$ cat src/hdl/indexed_binary_min_heap_defines.svh
// assertion macros for the indexed binary min-heap
// used by files that assert; expects clk_i and rst_ni in scope
`ifndef INDEXED_BINARY_MIN_HEAP_DEFINES_SVH
`define INDEXED_BINARY_MIN_HEAP_DEFINES_SVH

// implication checked on every rising edge outside reset
`define IBH_ASSERT(lbl, prop, msg) \
  lbl: assert property (@(posedge clk_i) disable iff (!rst_ni) (prop)) else $error(msg);

// condition that must hold on every rising edge outside reset
`define IBH_ASSERT_ALWAYS(lbl, cond, msg) \
  lbl: assert property (@(posedge clk_i) disable iff (!rst_ni) (cond)) else $error(msg);

`endif

$ cat src/hdl/ibh_pkg.sv
// shared types, constants and helpers of the indexed binary min-heap
// no dependencies
package ibh_pkg;

  localparam int CAPACITY  = 64;
  localparam int ID_COUNT  = 64;
  localparam int KEY_BITS  = 16;
  localparam int ID_BITS   = 6;
  localparam int SLOT_BITS = $clog2(CAPACITY + 1);
  localparam int IDX_BITS  = $clog2(CAPACITY);
  localparam int PID_BITS  = $clog2(ID_COUNT);

  typedef enum logic [1:0] {
    ACT_PUSH   = 2'd0,
    ACT_POP    = 2'd1,
    ACT_UPDATE = 2'd2,
    ACT_REMOVE = 2'd3
  } action_e;

  typedef enum logic [1:0] {
    ST_OK     = 2'd0,
    ST_EMPTY  = 2'd1,
    ST_FULL   = 2'd2,
    ST_BAD_ID = 2'd3
  } status_e;

  typedef struct packed {
    logic [ID_BITS-1:0]  id;
    logic [KEY_BITS-1:0] key;
  } entry_t;

  typedef struct packed {
    logic                 en;
    logic [PID_BITS-1:0]  addr;
    logic [SLOT_BITS-1:0] data;
  } pos_wr_t;

  localparam int ENTRY_BITS = $bits(entry_t);

  // heap slots are 1-based, storage is 0-based
  function automatic logic [IDX_BITS-1:0] slot2idx(input logic [SLOT_BITS-1:0] s);
    logic [SLOT_BITS-1:0] t;
    t = s - SLOT_BITS'(1);
    return t[IDX_BITS-1:0];
  endfunction

endpackage

$ cat src/hdl/ibh_ram.sv
// generic single-port-write, single-port-read ram with registered read data
// no dependencies
module ibh_ram #(
  parameter int WIDTH = 8,
  parameter int DEPTH = 64
) (
  input  logic                     clk_i,
  input  logic                     we_i,
  input  logic [$clog2(DEPTH)-1:0] waddr_i,
  input  logic [WIDTH-1:0]         wdata_i,
  input  logic                     re_i,
  input  logic [$clog2(DEPTH)-1:0] raddr_i,
  output logic [WIDTH-1:0]         rdata_o
);

  logic [WIDTH-1:0] mem [DEPTH];
  logic [WIDTH-1:0] rdata_q;

  always_ff @(posedge clk_i) begin
    if (we_i) begin
      mem[waddr_i] <= wdata_i;
    end
    if (re_i) begin
      rdata_q <= mem[raddr_i];
    end
  end

  assign rdata_o = rdata_q;

endmodule

$ cat src/hdl/ibh_pos_map.sv
// id to heap slot map: ram for the slot, flip-flop valid bits cleared by reset
// depends on ibh_pkg
module ibh_pos_map (
  input  logic                          clk_i,
  input  logic                          rst_ni,
  input  ibh_pkg::pos_wr_t              wr_i,
  input  logic                          re_i,
  input  logic [ibh_pkg::PID_BITS-1:0]  raddr_i,
  output logic [ibh_pkg::SLOT_BITS-1:0] rdata_o
);
  import ibh_pkg::*;

  logic [SLOT_BITS-1:0] mem [ID_COUNT];
  logic [ID_COUNT-1:0]  valid_q;
  logic [SLOT_BITS-1:0] rdata_q;
  logic                 rvalid_q;

  always_ff @(posedge clk_i) begin
    if (wr_i.en) begin
      mem[wr_i.addr] <= wr_i.data;
    end
    if (re_i) begin
      rdata_q <= mem[raddr_i];
    end
  end

  always_ff @(posedge clk_i or negedge rst_ni) begin
    if (!rst_ni) begin
      valid_q  <= '0;
      rvalid_q <= 1'b0;
    end else begin
      if (wr_i.en) begin
        valid_q[wr_i.addr] <= (wr_i.data != '0);
      end
      if (re_i) begin
        rvalid_q <= valid_q[raddr_i];
      end
    end
  end

  // an absent id reads as slot zero
  assign rdata_o = rvalid_q ? rdata_q : '0;

endmodule

$ cat src/hdl/indexed_binary_min_heap.sv
// indexed binary min-heap: one action per transfer, one result per action
// sequence: flagged actions pass look, place and top; the other actions also settle the entry,
// rising one level per parent read and sinking through sink0, dnl and dnr per level (heap ram has one read port)
// throughput: one action at a time, next accepted the cycle after the result is registered
// reset: count and position valid bits clear at once, no clearing pass
// heap slots are undefined until written; the top fetch reads slot one but uses it only when count is nonzero
module indexed_binary_min_heap (
  input  logic                         clk_i,
  input  logic                         rst_ni,
  input  logic                         in_valid_i,
  output logic                         in_stall_o,
  input  logic [1:0]                   action_i,
  input  logic [ibh_pkg::ID_BITS-1:0]  elem_id_i,
  input  logic [ibh_pkg::KEY_BITS-1:0] key_i,
  output logic                         out_valid_o,
  input  logic                         out_stall_i,
  output logic [1:0]                   status_o,
  output logic [ibh_pkg::ID_BITS-1:0]  out_id_o,
  output logic [ibh_pkg::KEY_BITS-1:0] out_key_o,
  output logic [6:0]                   count_o,
  output logic                         top_valid_o,
  output logic [ibh_pkg::ID_BITS-1:0]  top_id_o,
  output logic [ibh_pkg::KEY_BITS-1:0] top_key_o
);
  import ibh_pkg::*;

  typedef enum logic [11:0] {
    S_IDLE    = 12'b000000000001,
    S_LOOK    = 12'b000000000010,
    S_POP1    = 12'b000000000100,
    S_POPLAST = 12'b000000001000,
    S_REMLAST = 12'b000000010000,
    S_SETTLE  = 12'b000000100000,
    S_PAR     = 12'b000001000000,
    S_SINK0   = 12'b000010000000,
    S_DNL     = 12'b000100000000,
    S_DNR     = 12'b001000000000,
    S_PLACE   = 12'b010000000000,
    S_TOP     = 12'b100000000000
  } state_e;

  state_e               state_q, state_d;
  action_e              act_q, act_d;
  logic [ID_BITS-1:0]   id_q, id_d;
  logic [KEY_BITS-1:0]  key_q, key_d;
  logic [SLOT_BITS-1:0] cnt_q, cnt_d;
  logic [SLOT_BITS-1:0] at_q, at_d;
  entry_t               mov_q, mov_d;
  entry_t               left_q, left_d;
  logic                 rising_q, rising_d;
  logic                 toprd_q, toprd_d;
  status_e              stat_q, stat_d;
  logic [ID_BITS-1:0]   pid_q, pid_d;
  logic [KEY_BITS-1:0]  pkey_q, pkey_d;

  logic                 out_valid_q;
  status_e              o_stat_q;
  logic [ID_BITS-1:0]   o_id_q, o_tid_q;
  logic [KEY_BITS-1:0]  o_key_q, o_tkey_q;
  logic [SLOT_BITS-1:0] o_cnt_q;
  logic                 o_tv_q;

  logic                 heap_we, heap_re;
  logic [SLOT_BITS-1:0] heap_wslot, heap_rslot;
  entry_t               heap_wdata, heap_rdata;
  logic [ENTRY_BITS-1:0] heap_rraw;

  pos_wr_t              pos_wr;
  logic                 pos_re;
  logic [SLOT_BITS-1:0] pos_rdata, pos_eff;

  logic                 in_xfer, load_out;
  logic                 id_ok;
  logic [SLOT_BITS:0]   child, child_r;
  logic [SLOT_BITS-1:0] at_up;
  logic                 top_re_q;

  ibh_ram #(
    .WIDTH(ENTRY_BITS),
    .DEPTH(CAPACITY)
  ) u_heap_ram (
    .clk_i  (clk_i),
    .we_i   (heap_we),
    .waddr_i(slot2idx(heap_wslot)),
    .wdata_i(heap_wdata),
    .re_i   (heap_re),
    .raddr_i(slot2idx(heap_rslot)),
    .rdata_o(heap_rraw)
  );
  assign heap_rdata = entry_t'(heap_rraw);

  ibh_pos_map u_pos_map (
    .clk_i  (clk_i),
    .rst_ni (rst_ni),
    .wr_i   (pos_wr),
    .re_i   (pos_re),
    .raddr_i(elem_id_i[PID_BITS-1:0]),
    .rdata_o(pos_rdata)
  );

  assign in_stall_o = (state_q != S_IDLE);
  assign in_xfer    = in_valid_i && !in_stall_o;
  assign load_out   = !out_valid_q || !out_stall_i;
  assign id_ok      = ({1'b0, id_q} < (ID_BITS+1)'(ID_COUNT));
  assign pos_eff    = (pos_rdata > cnt_q) ? '0 : pos_rdata;
  assign child      = {at_q, 1'b0};
  assign child_r    = child + (SLOT_BITS+1)'(1);
  assign at_up      = at_q >> 1;

  always_comb begin
    state_d    = state_q;
    act_d      = act_q;
    id_d       = id_q;
    key_d      = key_q;
    cnt_d      = cnt_q;
    at_d       = at_q;
    mov_d      = mov_q;
    left_d     = left_q;
    rising_d   = rising_q;
    toprd_d    = 1'b0;
    stat_d     = stat_q;
    pid_d      = pid_q;
    pkey_d     = pkey_q;
    heap_we    = 1'b0;
    heap_wslot = at_q;
    heap_wdata = mov_q;
    heap_re    = 1'b0;
    heap_rslot = SLOT_BITS'(1);
    pos_re     = 1'b0;
    pos_wr     = '0;

    case (state_q)
      S_IDLE: begin
        if (in_xfer) begin
          act_d   = action_e'(action_i);
          id_d    = elem_id_i;
          key_d   = key_i;
          stat_d  = ST_OK;
          pid_d   = '0;
          pkey_d  = '0;
          pos_re  = 1'b1;
          state_d = S_LOOK;
        end
      end
      S_LOOK: begin
        case (act_q)
          ACT_PUSH: begin
            if (!id_ok || pos_eff != '0) begin
              stat_d  = ST_BAD_ID;
              toprd_d = 1'b1;
              state_d = S_PLACE;
            end else if (cnt_q >= SLOT_BITS'(CAPACITY)) begin
              stat_d  = ST_FULL;
              toprd_d = 1'b1;
              state_d = S_PLACE;
            end else begin
              cnt_d   = cnt_q + SLOT_BITS'(1);
              at_d    = cnt_q + SLOT_BITS'(1);
              mov_d   = '{id: id_q, key: key_q};
              state_d = S_SETTLE;
            end
          end
          ACT_POP: begin
            if (cnt_q == '0) begin
              stat_d  = ST_EMPTY;
              toprd_d = 1'b1;
              state_d = S_PLACE;
            end else begin
              heap_re    = 1'b1;
              heap_rslot = SLOT_BITS'(1);
              state_d    = S_POP1;
            end
          end
          ACT_UPDATE: begin
            if (!id_ok || pos_eff == '0) begin
              stat_d  = ST_BAD_ID;
              toprd_d = 1'b1;
              state_d = S_PLACE;
            end else begin
              mov_d   = '{id: id_q, key: key_q};
              at_d    = pos_eff;
              state_d = S_SETTLE;
            end
          end
          default: begin
            if (!id_ok || pos_eff == '0) begin
              stat_d  = ST_BAD_ID;
              toprd_d = 1'b1;
              state_d = S_PLACE;
            end else begin
              pos_wr = '{en: 1'b1, addr: id_q[PID_BITS-1:0], data: '0};
              cnt_d  = cnt_q - SLOT_BITS'(1);
              if (pos_eff == cnt_q) begin
                toprd_d = 1'b1;
                state_d = S_PLACE;
              end else begin
                heap_re    = 1'b1;
                heap_rslot = cnt_q;
                at_d       = pos_eff;
                state_d    = S_REMLAST;
              end
            end
          end
        endcase
      end
      S_POP1: begin
        pid_d      = heap_rdata.id;
        pkey_d     = heap_rdata.key;
        pos_wr     = '{en: 1'b1, addr: heap_rdata.id[PID_BITS-1:0], data: '0};
        heap_re    = 1'b1;
        heap_rslot = cnt_q;
        state_d    = S_POPLAST;
      end
      S_POPLAST: begin
        mov_d = heap_rdata;
        cnt_d = cnt_q - SLOT_BITS'(1);
        if (cnt_q == SLOT_BITS'(1)) begin
          toprd_d = 1'b1;
          state_d = S_PLACE;
        end else begin
          at_d    = SLOT_BITS'(1);
          state_d = S_SETTLE;
        end
      end
      S_REMLAST: begin
        mov_d   = heap_rdata;
        state_d = S_SETTLE;
      end
      S_SETTLE: begin
        rising_d = 1'b0;
        if (at_q > SLOT_BITS'(1)) begin
          heap_re    = 1'b1;
          heap_rslot = at_up;
          state_d    = S_PAR;
        end else begin
          state_d = S_SINK0;
        end
      end
      S_PAR: begin
        // hole moves up: parent drops into the current slot
        if (mov_q.key < heap_rdata.key) begin
          heap_we    = 1'b1;
          heap_wslot = at_q;
          heap_wdata = heap_rdata;
          pos_wr     = '{en: 1'b1, addr: heap_rdata.id[PID_BITS-1:0], data: at_q};
          at_d       = at_up;
          rising_d   = 1'b1;
          if (at_up > SLOT_BITS'(1)) begin
            heap_re    = 1'b1;
            heap_rslot = at_up >> 1;
          end else begin
            state_d = S_PLACE;
          end
        end else if (rising_q) begin
          state_d = S_PLACE;
        end else begin
          state_d = S_SINK0;
        end
      end
      S_SINK0: begin
        if (child <= {1'b0, cnt_q}) begin
          heap_re    = 1'b1;
          heap_rslot = child[SLOT_BITS-1:0];
          state_d    = S_DNL;
        end else begin
          state_d = S_PLACE;
        end
      end
      S_DNL: begin
        left_d = heap_rdata;
        if (child_r <= {1'b0, cnt_q}) begin
          heap_re    = 1'b1;
          heap_rslot = child_r[SLOT_BITS-1:0];
          state_d    = S_DNR;
        end else if (heap_rdata.key < mov_q.key) begin
          heap_we    = 1'b1;
          heap_wdata = heap_rdata;
          pos_wr     = '{en: 1'b1, addr: heap_rdata.id[PID_BITS-1:0], data: at_q};
          at_d       = child[SLOT_BITS-1:0];
          state_d    = S_SINK0;
        end else begin
          state_d = S_PLACE;
        end
      end
      S_DNR: begin
        // left child wins ties
        if (heap_rdata.key < left_q.key) begin
          if (heap_rdata.key < mov_q.key) begin
            heap_we    = 1'b1;
            heap_wdata = heap_rdata;
            pos_wr     = '{en: 1'b1, addr: heap_rdata.id[PID_BITS-1:0], data: at_q};
            at_d       = child_r[SLOT_BITS-1:0];
            state_d    = S_SINK0;
          end else begin
            state_d = S_PLACE;
          end
        end else if (left_q.key < mov_q.key) begin
          heap_we    = 1'b1;
          heap_wdata = left_q;
          pos_wr     = '{en: 1'b1, addr: left_q.id[PID_BITS-1:0], data: at_q};
          at_d       = child[SLOT_BITS-1:0];
          state_d    = S_SINK0;
        end else begin
          state_d = S_PLACE;
        end
      end
      S_PLACE: begin
        // write the moving entry unless arriving only to fetch the top
        if (!toprd_q) begin
          heap_we    = 1'b1;
          heap_wslot = at_q;
          heap_wdata = mov_q;
          pos_wr     = '{en: 1'b1, addr: mov_q.id[PID_BITS-1:0], data: at_q};
        end
        state_d = S_TOP;
      end
      S_TOP: begin
        // while top_re_q is set slot one is fetched, after that the result is loaded when the output is free
        if (top_re_q) begin
          heap_re    = 1'b1;
          heap_rslot = SLOT_BITS'(1);
        end else if (load_out) begin
          state_d = S_IDLE;
        end
      end
      default: begin
        state_d = S_IDLE;
      end
    endcase
  end

  // top fetch issued the cycle after the final write so it sees new data
  always_ff @(posedge clk_i or negedge rst_ni) begin
    if (!rst_ni) begin
      top_re_q <= 1'b0;
    end else begin
      top_re_q <= (state_q == S_PLACE);
    end
  end

  always_ff @(posedge clk_i or negedge rst_ni) begin
    if (!rst_ni) begin
      state_q     <= S_IDLE;
      cnt_q       <= '0;
      rising_q    <= 1'b0;
      toprd_q     <= 1'b0;
      out_valid_q <= 1'b0;
    end else begin
      state_q  <= state_d;
      cnt_q    <= cnt_d;
      rising_q <= rising_d;
      toprd_q  <= toprd_d;
      if (state_q == S_TOP && load_out && !top_re_q) begin
        out_valid_q <= 1'b1;
      end else if (!out_stall_i) begin
        out_valid_q <= 1'b0;
      end
    end
  end

  always_ff @(posedge clk_i) begin
    act_q  <= act_d;
    id_q   <= id_d;
    key_q  <= key_d;
    at_q   <= at_d;
    mov_q  <= mov_d;
    left_q <= left_d;
    stat_q <= stat_d;
    pid_q  <= pid_d;
    pkey_q <= pkey_d;
    if (state_q == S_TOP && load_out && !top_re_q) begin
      o_stat_q <= stat_q;
      o_id_q   <= pid_q;
      o_key_q  <= pkey_q;
      o_cnt_q  <= cnt_q;
      o_tv_q   <= (cnt_q != '0);
      o_tid_q  <= (cnt_q != '0) ? heap_rdata.id : '0;
      o_tkey_q <= (cnt_q != '0) ? heap_rdata.key : '0;
    end
  end

  assign out_valid_o = out_valid_q;
  assign status_o    = o_stat_q;
  assign out_id_o    = o_id_q;
  assign out_key_o   = o_key_q;
  assign count_o     = 7'(o_cnt_q);
  assign top_valid_o = o_tv_q;
  assign top_id_o    = o_tid_q;
  assign top_key_o   = o_tkey_q;

  `include "indexed_binary_min_heap_defines.svh"

  `IBH_ASSERT_ALWAYS(a_count_bound, cnt_q <= SLOT_BITS'(CAPACITY), "count above capacity")
  `IBH_ASSERT(a_par_slot, (state_q == S_PAR) |-> (at_q > SLOT_BITS'(1)), "rise at root slot")
  `IBH_ASSERT(a_top_matches_count, out_valid_q |-> (o_tv_q == (o_cnt_q != '0)), "top flag vs count")
  `IBH_ASSERT(a_pop_fields, (out_valid_q && o_stat_q != ST_OK) |-> (o_id_q == '0 && o_key_q == '0), "popped fields on error")

endmodule

$ cat config.mk
export PLATFORM = sky130hd
export DESIGN_NAME = indexed_binary_min_heap
export DESIGN_NICKNAME = d
export VERILOG_FILES = /design/src/hdl/ibh_pkg.sv /design/src/hdl/ibh_ram.sv /design/src/hdl/ibh_pos_map.sv /design/src/hdl/indexed_binary_min_heap.sv
export VERILOG_INCLUDE_DIRS = /design/src /design/src/hdl
export SDC_FILE = /design/constraint.sdc
export NUM_CORES = 2
export LEC_CHECK = 0
export ABC_AREA = 1
export BUFFER_PORTS_ARGS = -buffer_cell sky130_fd_sc_hd__clkbuf_2
export CORE_MARGIN = 5
export CORE_UTILIZATION = 55
export CTS_CLUSTER_DIAMETER = 80
export DETAILED_ROUTE_END_ITERATION = 8
export GPL_TIMING_DRIVEN = 0
export PLACE_DENSITY = 0.71
export SLEW_MARGIN = 20
export SYNTH_ARGS = -nofsm -noshare
export SYNTH_HDL_FRONTEND = slang
export SYNTH_SLANG_ARGS = --single-unit
$ cat constraint.sdc
create_clock -name clk_i -period 6.8 [get_ports clk_i]
set_input_delay 0.68 -clock clk_i [delete_from_list [all_inputs] [get_ports clk_i]]
set_output_delay 0.68 -clock clk_i [all_outputs]
set_load 0.05 [all_outputs]
# Word level (Yosys, flattened, before mapping)
# Memory sizes are Yosys's and may differ from the RTL's. A register that Yosys moved wholly into a read port is not among the register bits.
# Index checks and enable logic that the tools add are counted.
[totals]
regBits = 241
ram_bits = 1856
inputBits = 28
output_inout_bits = 56
word_cells = 240
n_memories = 2
[memory_table]
columns = ["memory", "words", "width", "rd", "rd_ports_with_merged_regs", "wr", "line", "text"]
rows = [
  ["u_heap_ram.mem", 64, 22, 1, 1, 1, "ibh_ram.sv:16", "logic [WIDTH-1:0] mem [DEPTH];"],
  ["u_pos_map.mem", 64, 7, 1, 1, 1, "ibh_pos_map.sv:13", "logic [SLOT_BITS-1:0] mem [ID_COUNT];"],
]
[op_classes]
addsub = 5
n_lt_le_gt_ge = 13
n_eq_ne = 39
n_mux = 122
reduce_logical = 33
[op_table]
columns = ["operator", "n"]
rows = [
  ["$mux W22", 8],
  ["$pmux W12 S12", 1],
  ["$mux W11", 12],
  ["$mux W14", 8],
  ["$mux W7", 15],
  ["$pmux W22 S2", 2],
  ["$pmux W14 S6", 1],
  ["$mux W12", 6],
  ["$pmux W22 S3", 1],
  ["$bwmux W64", 1],
  ["$lt A16 B16 Y1", 4],
  ["$mux W6", 7],
  ["$pmux W12 S3", 1],
  ["$pmux W6 S6", 1],
  ["$pmux W7 S5", 1],
  ["$mux W1", 33],
  ["$pmux W16 S2", 1],
  ["$pmux W7 S2", 2],
  ["$ne A3 B3 Y1 const B", 9],
  ["$pmux W7 S3", 1],
  ["$reduce_bool A7 Y1", 3],
  ["$ne A2 B2 Y1 const B", 9],
  ["$le A8 B7 Y1", 2],
  ["$mux W16", 1],
  ["53 further kinds", 82],
]

# Logic depth before layout (Yosys ltp)
[depth]
ltp_word = 12
ltp_mapped = 34
ltp_nobuf = 28

# By module
# A second synthesis with hierarchy kept.
[hier_totals]
hier_cells = 7900
hier_area_um2 = 89522.1
[modules_own_cells]
columns = ["mod", "instances", "cells_each", "area_per_inst_um2", "seq_area_each_um2"]
rows = [
  ["ibh_ram", 1, 4800, 57433.8, 42941.2],
  ["ibh_pos_map", 1, 1875, 21393.0, 15289.7],
  ["indexed_binary_min_heap", 1, 1225, 10695.3, 5171.2],
]

# Least setup slack after synthesis
# No wires, ideal clock.
[synth_timing]
path_kind = "register to register"
start = "register state_q[6]"
end = "memory u_heap_ram.mem[0][0] in the netlist's numbering, enable pin"
setup_ns = 0.401
t_arrival_ns = 5.752
t_required_ns = 6.399
setup_slack_ns = 0.647
stages_incl_launch_ff = 14
path_buffers = 0
synth_period_minus_slack_ns = 6.153
cell_sequence = "dfrtp_1 -> inv_2 -> nand2_1 -> nor2_1 -> nand2_2 -> nor4_4 -> nand3_2 -> o21ai_2 -> nor2_1 -> nand2_1 -> inv_2 -> nor2_1 -> nand2_1 -> nor2_1"
[synth_between]
elab_chain_len = 4
word_cells_on_any_way = 7
cone_classes = "eq/ne (4); mux (3)"
[synth_lines]
columns = ["item", "line", "text"]
rows = [
  ["start, declared", "indexed_binary_min_heap.sv:42", "state_e state_q, state_d;"],
  ["start signal, assigned", "indexed_binary_min_heap.sv:349", "state_q <= state_d;"],
  ["$eq A12 B11 Y1, or another cell as far along", "indexed_binary_min_heap.sv:132", "case (state_q)"],
  ["$pmux W1 S4 *", "indexed_binary_min_heap.sv:132", ""],
  ["$mux W1 *", "ibh_ram.sv:20", "if (we_i) begin"],
  ["$mux W1 (implied by the code) *", "ibh_ram.sv:21", "mem[waddr_i] <= wdata_i;"],
  ["end, declared", "ibh_ram.sv:16", ""],
]
# Every way passes the cells marked *; elsewhere a longest branch is shown, timed or not.

# Worst setup path in the final report
[layout_timing]
start = "register u_heap_ram.rdata_q[15] (netlist: u_heap_ram.rdata_o[15]) (read register of u_heap_ram.mem)"
end = "register u_heap_ram.rdata_q[4] (netlist: u_heap_ram.rdata_o[4]) (read register of u_heap_ram.mem) (data pin)"
[layout_between]
elab_chain_len = 4
word_cells_on_any_way = 6
cone_classes = "add/sub (1); order compare (1); mux (4)"
[layout_lines]
columns = ["item", "line", "text"]
rows = [
  ["start, declared", "ibh_ram.sv:17", "logic [WIDTH-1:0] rdata_q;"],
  ["$lt A16 B16 Y1 *", "indexed_binary_min_heap.sv:241", "if (mov_q.key < heap_rdata.key) begin"],
  ["$mux W5", "indexed_binary_min_heap.sv:241", ""],
  ["$pmux W6 S6", "indexed_binary_min_heap.sv:132", ""],
  ["$sub A6 B1 Y6", "ibh_pkg.sv:43", "t = s - SLOT_BITS'(1);"],
]
# Marks and branches as above.
# A chain may end at the register's enable or synchronous reset.

==> results by group <==
Outcome
  • Status: complete, no violations

Run
  • Max-cap violation count: 0

Detailed routing
  • Routed length per instance: roughly 29 um
  • Routed via count: 68900
  • First-pass iteration count of the detailed router: 9
  • M1 WL: 113000 um
  • Top Metal Used: met5
  • Iter 0 DRT Violations: 10900
  • Antenna Violating Nets Remaining: 0
  • DRC: 0
  • Routed WL: 310000 um
  • Met3 WL: 38900 um
  • Vias per cell: between 6 and 7
  • DR WL met2: 137000 um

Floorplan
  • Die Y-Extent: 416 um
  • Full die area: ~170000 um^2
  • Initial Util: 0.551
  • DIE WIDTH: 416 um
  • Num rows: 149
  • Core ar.: 164000 um^2
  • I/O pins: 84

Timing
  • Final hold vios: 0
  • Slew headroom: 0.0908
  • # setup viols final: 0
  • Fin crit period: 6.80 ns
  • Worst-margin pin slew: 1.35 ns
  • Worst-case hold slack: 0.0397 ns
  • Fmax: 147 MHz
  • Clk_skew: 0.0619 ns
  • Final Cycle Share: 1.00
  • Slew Viols, Final: 0

Worst setup path
  • End of the critical path: u_heap_ram.rdata_o[4]$_DFFE_PP_
  • Top cell by count, worst path: nand2_1
  • Worst setup path start: u_heap_ram.rdata_o[15]$_DFFE_PP_
  • Worst r2r dst: u_heap_ram.rdata_o[4]$_DFFE_PP_
  • Cells on worst reg2reg path: 27
  • Max incr delay on CP: 0.56 ns
  • Req. time, crit path: 7.47 ns
  • Slowest-stage cell, CP: edfxtp_1
  • Setup Crit Path Kind: register to register
  • Endpoint type of the worst setup path: register
  • Reg-to-Reg Start: u_heap_ram.rdata_o[15]$_DFFE_PP_
  • Reg2Reg Setup Slack: 0.001 ns
  • Critical path peak fanout: 10
  • Critical Path AT: 7.47 ns
  • Crit path launch type: register

Finish
  • Final Cell Area: 104000 um^2
  • Final Non-Filler Cells: 10800
  • Nets: 8515
  • Layout cells sized above 1: 0.123
  • Area growth syn-to-layout: 15.0%

Power and ir drop
  • Comb pwr share: 0.342
  • Maximum VDD drop: 0.320 mV
  • Clk pwr share: 0.284
  • NetSw: 15.9 mW
  • Pwr/cell area: around 390 nW/um^2
  • P_leak: 37.7 nW
  • Seq pwr share: 0.374
  • Internal power: 25.2 mW
  • Net Sw Frac: 0.387

Place
  • GP Congestion: roughly 1
  • Final HPWL DP: around 220000 um
  • Placed Cells incl. Taps: 10400
  • Port bufs: 83
  • Area of placed instances: 97000 um^2

GRT
  • Global Route Usage Sum: 0.349
  • Antenna violations before repair: 14
  • Grt total ovfl: 0
  • Vias in the first global route: 64500
  • Pin count of the biggest net entering global routing: 73
  • Global-route wire length before repair: 440000 um

CTS
  • Maximum clock insertion buffer count: 3
  • CTS root buf: clkbuf_16
  • CTS tree: built
  • CTS clk-pin slew, worst paths: roughly 0.070 ns
  • Clock sink count: 2126
  • H-tree depth: 4
  • Clk_lat worst skew: between 0.8 and 0.9 ns
  • Num CTS Buffers: 212

Min path
  • Hold Path Depth: 1
  • Min-Delay Path Class: input pin to register
  • Hold Path Origin: action_i[1]

Synthesis
  • Complex-gate fraction of the synthesized area: 0.0576
  • Multiplexer area fraction after synthesis: 0
  • Largest family of logic cells by synthesized area: simple AND/OR/NAND/NOR gates
  • Post-synthesis adder-cell area fraction: 0.00981
  • Synth Register Bits: between 2000 and 2500
  • Seq/Total Area, Yosys: 0.700
  • Post-Synthesis Cells: 7945
  • Post-synth EDFFs: 2038
  • Syn avg cell area: 11.4 um^2
  • Net Count, Synth: 8044
  • Post-synthesis simple-gate area fraction: 0.194
  • Synth warn: 0
  • Post-synthesis cell type count: 55
  • Area share of xor/xnor cells in the synthesized design: 0.00155
  • Ys flop type: edfxtp_1
  • Synthesized area: 90600 um^2
  • Async SR Flop Fraction: 0.0414
-- metrics by stage --
step                      worst slack [ns]  total power, mW   util  setup TNS [ns]
after floorplan                      0.647             22.9      -               0
after global placement               -5.38             28.4  0.570               -
after detailed placement             -1.80             28.9  0.590          -35.32
after CTS                          0.00883             40.5  0.633               0
after global routing               -0.0205             42.3  0.634         -0.0723
final                              0.00114             41.1  0.634               0
-- cell usage in the layout, fill, tap and decap left out, types with 70 or more instances in the layout --
cell type / Yosys / final
buf_2: 246 / 256
clkbuf_1: 218 / 237
clkbuf_16: 0 / 214
clkbuf_2: 0 / 120
dfrtp_1: 87 / 85
edfxtp_1: 2038 / 2038
ha_1: 71 / 70
inv_1: 226 / 224
nand2_1: 1645 / 1644
nand3_1: 1764 / 1749
nor2_1: 548 / 468
o21ai_0: 481 / 475
o21ai_1: 94 / 100
o22ai_1: 141 / 141
-- how the worst min path moves through the flow --
stage / to
floorplan: cnt_q[0]$_DFFE_PN0P_
global placement: out_key_o[13]$_DFFE_PP_
detailed placement: out_key_o[15]$_DFFE_PP_
CTS: key_q[8]$_DFFE_PP_
global route: key_q[1]$_DFFE_PP_
finish: act_q[1]$_DFFE_PP_
-- worst max-delay path: cells and delay by family, from the launching register on --
family | cells | cell delay, ns
buf+inv | 9 | 1.79
flops | 1 | 0.56
simple gates | 14 | 2.84
compound gates | 2 | 0.72
fa+ha+maj | 2 | 0.62
-- layout make-up --
type,instances,area (um^2)
Buffer,534,2540
Sequential cell,2126,63400
Multi-Input combinational cell,5032,24700
Clock inverter,126,1340
Inverter,253,951
Clock buffer,269,5570
Timing Repair Buffer,257,2960
Tap cell,2189,2740
Fill cell,12500,60200
Antenna cell,4,10.0
-- power by group through the flow --
| stage | clock network, mW | logic, mW | registers, mW |
|---|---|---|---|
| after floorplan | 0 | 7.30 | 15.6 |
| after global placement | 0 | 12.5 | 15.9 |
| after detailed placement | 0 | 13.3 | 15.6 |
| after CTS | 11.7 | 13.4 | 15.4 |
| after global routing | 12.3 | 14.7 | 15.4 |
| final | 11.7 | 14.1 | 15.4 |
-- flip-flops by register name, indices dropped and copies added, names as in the netlist, 12 cells and up --
| signal | cells |
|---|---|
| left_q | 22 |
| pkey_q | 16 |
| key_q | 16 |
| u_heap_ram.mem | 1408 |
| state_q | 12 |
| u_heap_ram.rdata_o | 22 |
| out_key_o | 16 |
| u_pos_map.valid_q | 64 |
| mov_q | 22 |
| top_key_o | 16 |
| u_pos_map.mem | 448 |
-- routing by layer --
layer  GRT usage  vias up
met2       0.526     5019
met4       0.193       16
met1       0.471    33300
met3      0.0827      973
li1            -    29600
met5     0.00611        -
-- kinds of logic (layout without fill, tap and decap cells) --
logic type / after synthesis / after routing
DFF: 2126 / 2126
other: 0 / 4
xor gates and xnor gates: 13 / 13
and+or+nand+nor: 4028 / 4028
AOI/OAI and AO/OA: 920 / 920
buffers and inverters: 787 / 1439
adders and majority gates: 71 / 71
-- synth_stat cells, types with 5 or more instances --
library cell | n | share of area
inv_1 | 226 | 0.0094
clkinv_1 | 5 | 0.00021
nand2_1 | 1645 | 0.068
buf_1 | 41 | 0.0017
xor2_1 | 9 | 0.00087
clkbuf_1 | 218 | 0.0090
nor3_1 | 25 | 0.0014
nand4_1 | 9 | 0.00062
a21oi_1 | 66 | 0.0036
a22oi_1 | 10 | 0.00083
dfrtp_1 | 87 | 0.024
o22ai_1 | 141 | 0.0097
o21ai_0 | 481 | 0.027
o311ai_0 | 5 | 0.00048
buf_4 | 24 | 0.0020
nand3_2 | 6 | 0.00066
nor2_1 | 548 | 0.023
o211ai_1 | 38 | 0.0031
edfxtp_1 | 2038 | 0.68
nand3_1 | 1764 | 0.097
ha_1 | 71 | 0.0098
nor2_2 | 7 | 0.00048
o32ai_1 | 6 | 0.00058
buf_6 | 5 | 0.00062
a32oi_1 | 10 | 0.00097
buf_2 | 246 | 0.014
o221ai_1 | 22 | 0.0021
o21ai_1 | 94 | 0.0052
nand2_2 | 10 | 0.00069
a221oi_1 | 20 | 0.0019
inv_2 | 22 | 0.00091
-- what timing repair did --
action	4_1_cts	5_1_grt
hold endpoints to repair	77	0
setup buffers	0	0
endpoints found under the setup margin	22	22
hold buffers	10	0
gates resized for setup	45	62
(Power assumes the default switching activity.)
